===== src/rth_mul.sv =====
`default_nettype none
// ============================================================================
// rth_mul
// Pipelined signed multiplier: b is split into STAGES digits, one partial
// product accumulated per stage, each stage registered; advances on en.
// ============================================================================
module rth_mul #(
    parameter int A_BITS = 33,
    parameter int B_BITS = 33,
    parameter int STAGES = 2
) (
    input  logic                             clk,
    input  logic                             en,
    input  logic signed [A_BITS-1:0]         a,
    input  logic signed [B_BITS-1:0]         b,
    output logic signed [A_BITS+B_BITS-1:0]  p
);

    localparam int CHUNK    = (B_BITS + STAGES - 1) / STAGES;
    localparam int PAD_BITS = CHUNK * STAGES;
    localparam int ACC_BITS = A_BITS + PAD_BITS + 1;

    logic signed [A_BITS-1:0]   a_reg   [STAGES];
    logic signed [PAD_BITS-1:0] b_reg   [STAGES];
    logic signed [ACC_BITS-1:0] acc_reg [STAGES];

    logic signed [A_BITS-1:0]   a_src   [STAGES];
    logic signed [PAD_BITS-1:0] b_src   [STAGES];
    logic signed [ACC_BITS-1:0] acc_src [STAGES];
    logic signed [A_BITS+CHUNK:0] part  [STAGES];

    always_comb
    begin
        for (int k = 0; k < STAGES; k++)
        begin
            if (k == 0)
            begin
                a_src[k]   = a;
                b_src[k]   = PAD_BITS'(b);
                acc_src[k] = '0;
            end
            else
            begin
                a_src[k]   = a_reg[k-1];
                b_src[k]   = b_reg[k-1];
                acc_src[k] = acc_reg[k-1];
            end
            // low digits are unsigned, the top digit carries the sign
            if (k == STAGES - 1)
                part[k] = a_src[k] * $signed(b_src[k][k*CHUNK +: CHUNK]);
            else
                part[k] = a_src[k] * $signed({1'b0, b_src[k][k*CHUNK +: CHUNK]});
        end
    end

    always_ff @(posedge clk)
    begin
        if (en)
        begin
            for (int k = 0; k < STAGES; k++)
            begin
                a_reg[k]   <= a_src[k];
                b_reg[k]   <= b_src[k];
                acc_reg[k] <= acc_src[k] + (ACC_BITS'(part[k]) <<< (k * CHUNK));
            end
        end
    end

    assign p = acc_reg[STAGES-1][A_BITS+B_BITS-1:0];

endmodule
`default_nettype wire


===== config.mk =====
export PLATFORM = sky130hd
export DESIGN_NAME = rth_mul
export DESIGN_NICKNAME = d
export VERILOG_FILES = /design/src/rth_mul.sv
export SDC_FILE = /design/constraint.sdc
export NUM_CORES = 2
export LEC_CHECK = 0
export ABC_AREA = 1
export BUFFER_PORTS_ARGS = -buffer_cell sky130_fd_sc_hd__buf_2
export CAP_MARGIN = 20
export CELL_PAD_IN_SITES_DETAIL_PLACEMENT = 1
export CELL_PAD_IN_SITES_GLOBAL_PLACEMENT = 1
export CORE_MARGIN = 4
export CORE_UTILIZATION = 30
export CTS_BUF_LIST = sky130_fd_sc_hd__clkbuf_4 sky130_fd_sc_hd__clkbuf_8
export DETAILED_ROUTE_END_ITERATION = 6
export PLACE_DENSITY_LB_ADDON = 0.1
export SYNTH_ARGS = -nofsm -noshare
export SYNTH_HDL_FRONTEND = slang
export SYNTH_SLANG_ARGS = --single-unit
export TNS_END_PERCENT = 30

===== constraint.sdc =====
create_clock -name clk -period 8.15 [get_ports clk]
set_clock_uncertainty 0.15 [all_clocks]
set_input_delay 1.63 -clock clk [delete_from_list [all_inputs] [get_ports clk]]
set_output_delay 1.63 -clock clk [all_outputs]
set_load 0.01 [all_outputs]

# After elaboration in Yosys (flattened, before gate mapping)
# Memory sizes are Yosys's and may differ from the RTL's.
# Cells that the tools add are included.
# op_classes
n_addsub	1
mul	2
n_mux	2
# op_table
operator	count
68-bit by 67-bit adder with 68-bit output	1
33-bit by 18-bit multiplier with 51-bit output	1
33-bit by 17-bit multiplier with 50-bit output	1
1-bit two-way mux	2
# word_totals
regBits	0
ramBits	270
inputBits	68
elab_cells	8
n_memories	3
# mem_list
memory	depth	width	rd	rd_ports_with_merged_regs	write_ports	line	rtl
acc_reg	2	68	2	0	2	25	logic signed [ACC_BITS-1:0] acc_reg [STAGES];
b_reg	2	34	1	0	2	24	logic signed [PAD_BITS-1:0] b_reg [STAGES];
a_reg	2	33	1	0	2	23	logic signed [A_BITS-1:0] a_reg [STAGES];

# Longest topological paths before layout
# An unclocked memory read counts as a cell.
# logic_depth
depth_word	3
depth_mapped	44
mapped_depth_nobuf	42

# Worst setup path after synthesis
# OpenSTA, ideal clock, no wires.
# synth_timing
path_kind	input port to flip-flop
from	input port a[32]
to	memory acc_reg[0][43] (netlist name) (data pin)
arrival_ns	6.879
setup_slack_ns	0.861
stages	20
cell_sequence	clkbuf_1 -> clkbuf_1 -> nand2_1 -> inv_1 -> fa_1 -> fa_1 -> inv_1 -> fa_1 -> fa_1 -> fa_1 -> fa_1 -> inv_1 -> ha_1 -> nand2_1 -> nor2_1 -> inv_1 -> nor4_1 -> nand3_1 -> nand3_1 -> xor2_1
# synth_rtl
item	line	rtl
start, declared	14	input logic signed [A_BITS-1:0] a,
end, declared	25	

==> summary.md <==
| Metric | Value |
|---|---|
| Die area | 0.173 sq mm |
| Worst-Margin Slew | 1.05 ns |
| Unique masters post-synth | 46 |
| Vias/cell | 4.50 |
| Clock latency on the worst-skew pair | 0.62 ns |
| HP Class | flip-flop to flip-flop |
| Number of enable flip-flop cells after synthesis | 166 |
| Detailed placement HPWL | 168000 um |
| Status | finished clean |
| Layout Nets | 8065 |
| Placed cell area | 0.0564 sq mm |
| Final Cycle Share | 98.0% |
| Routed WL | 189000 um |
| Final hold vios | 0 |
| Min Tclk post-route | 7.98 ns |
| Largest area contributor in the netlist | fa_1 |
| Mean Syn Cell Area | 7.96 sq um |
| CP max-delay cell | fa_1 |
| Layout cell share with drive strength beyond 1 | 13.8% |
| Core Region | 0.165 sq mm |
| WL per Instance | 21.4 um |
| Vias in the first global route | 45800 |
| Share of the synthesized area in the top cell type | 42.8% |
| Crit-path most repeated cell | inv_1 |
| Synth top area cells | fa_1 43%, inv_1 14%, nand2_1 12% |
| Met2 Use GR | 41.0% |
| Residual DRC | 0 |
| Post-CTS Hold Buffers | 0 |
| IO Pins | 134 |
| Routed via count | 39800 |
| Largest net degree at the start of global routing | 136 |
| Max incr delay on CP | 0.54 ns |
| Crit. Startpoint | b_reg[0][22] |
| CP max FO | 12 |
| Die X | 416 um |
| CTS buffer count | 17 |
| CTS Buffer Depth | 2 |
| Met3 Usage GRT | 1.48% |
| CTS tree | yes |
| Remaining Overflow, GRT | 0 |
| Die span in y | 416 um |
| Setup_tns | 0 ns |
| Hold wc startpoint | acc_reg[0][7] |
| Clock root buffer | clkbuf_8 |
| Cells after synthesis | 6260 |
| H-tree depth | 4 |
| Final ANT Viol Nets | 0 |
| Crit end category | flip-flop |
| Max_cap viols | 0 |
| Busiest grt layer | met2 |
| Setup CP Type | flip-flop to flip-flop |
| Rows | 149 |
| Initial core utilization | 30.2% |
| Initial antenna violation count | 8 |
| Type of origin of the critical path | flip-flop |
| Max FFs per register | 117 |
| DRT Pass-1 Iters | 7 |
| Final setup vio count | 0 |
| Met1 GRT Util | 29.1% |
| GRT Total Usage | 22.4% |
| Drt initial violations | 1631 |
| RSZ-0062 raised after global routing | true |
| Synth Register Bits | 166 |
| Finished Cell Area | 0.0575 sq mm |
| Main flop type after synthesis | edfxtp_1 |
| Ys async rst share | 0% |
| Origin of the critical flop-to-flop path | b_reg[0][22] |
| Worst EP arrival | 8.23 ns |
| Final Slew Violations | 0 |
| Synthesized cell area | 0.0499 sq mm |
| Clock Sinks | 166 |
| Syn nets | 7681 |
| Port bufs | 133 |
| Required time of the critical path | 8.40 ns |
| Seq/Total Area, Yosys | 10.0% |
| Max_slew headroom | 29.7% |
| RePlAce Congestion | 0.907 |
| Clock transition at the registers of the reported paths | 0.14 ns |
| Highest Clock Rate | 125 MHz |
| Area grow syn2layout | 15.4% |
| First-pass GRT wire length | 290000 um |
| YS warnings | 0 |
layout make-up:
class / instances / area (sq um)
multi-input cells: 3921 / 37000
repair buffers: 698 / 5450
diodes: 2 / 5.00
fillers: 19900 / 107000
well taps: 2189 / 2740
inverters: 1840 / 6910
clock inverters: 15 / 211
clock buffers: 17 / 234
flip-flops and latches: 166 / 4980
worst paths after layout:
kind,cells past startpoint,slack [ns],endpoint
setup / recovery,35,0.17,acc_reg[0][131]
hold / removal,0,0.28,acc_reg[0][75]
setup reg to reg,35,0.17,acc_reg[0][131]
hold reg to reg,0,0.28,acc_reg[0][75]
cells by family (layout without fill, tap and decap cells):
logic type,after synthesis,after routing,synth area share (%)
and+or+nand+nor,2049,2049,16.3
buffers and inverters,2173,2570,16.9
AOI/OAI and AO/OA,382,382,4.43
xor gates and xnor gates,137,137,2.41
DFF,166,166,10.0
other,0,2,0
adders and majority gates,1353,1353,50.0
synthesized netlist by cell type (5+ instances only):
cell      count
nor2_2       11
o21ai_2       6
nor4_2        6
xnor2_1      49
a21oi_1     180
ha_1        286
xor2_1       88
and3_1        7
clkbuf_1    259
buf_1         5
fa_1       1067
a21oi_2       5
nand2_2      10
nand3_1     111
nor3_1       22
edfxtp_1    166
buf_4        66
o21ai_1      14
inv_2        13
nand2_1    1536
a21o_1       22
nand4_1      15
o21ai_0      86
o21bai_1     26
o21a_1       10
a21boi_0      5
nor2_1      307
inv_1      1827
a31oi_1      13
or2_2        11
through the flow:
stage	util [%]	setup slack [ns]	instances	hold WS [ns]
final	34.9	0.165	8848	0.278
after global routing	34.9	-0.141	8847	0.293
after CTS	34.5	0.00827	8829	0.286
after detailed placement	34.2	-0.212	8795	0.256
after global placement	34.2	-0.221	8795	0.255
after floorplan	-	0.861	6260	0.250
timing repair:
action,in CTS,in global routing
resized for setup,9,133
setup buffers,2,17
setup endpoints to repair,10,31
pin swaps,0,9
routing by layer:
| layer | part of all wire [%] | routed length (um) |
|---|---|---|
| met4 | 2.0 | 3740 |
| met2 | 51 | 97000 |
| met3 | 2.3 | 4350 |
| met1 | 44 | 83900 |
| met5 | 0.0069 | 13 |
cells in the final DEF (no fill, tap or decap), types with 22 or more instances in the layout:
cell / n
a21o_1: 22
a21oi_1: 156
a21oi_2: 29
buf_12: 41
buf_2: 132
buf_4: 518
edfxtp_1: 166
fa_1: 1066
ha_1: 267
inv_1: 1825
nand2_1: 1527
nand3_1: 103
nor2_1: 281
nor2_2: 34
o21ai_0: 74
o21ai_1: 22
o21bai_1: 25
xnor2_1: 48
xor2_1: 79
critical path, delay by kind of cell (launching register included):
family          cells  cell delay (ns)
buf+inv            12             1.31
simple gates       10             1.24
xor+xnor            2             0.33
fa+ha+maj           8             3.63
flops               1             0.47
compound gates      3             0.62
Power is left out: the tool's default activity adds up to more than one toggle a clock period on the data nets, which glitch-free logic cannot reach.
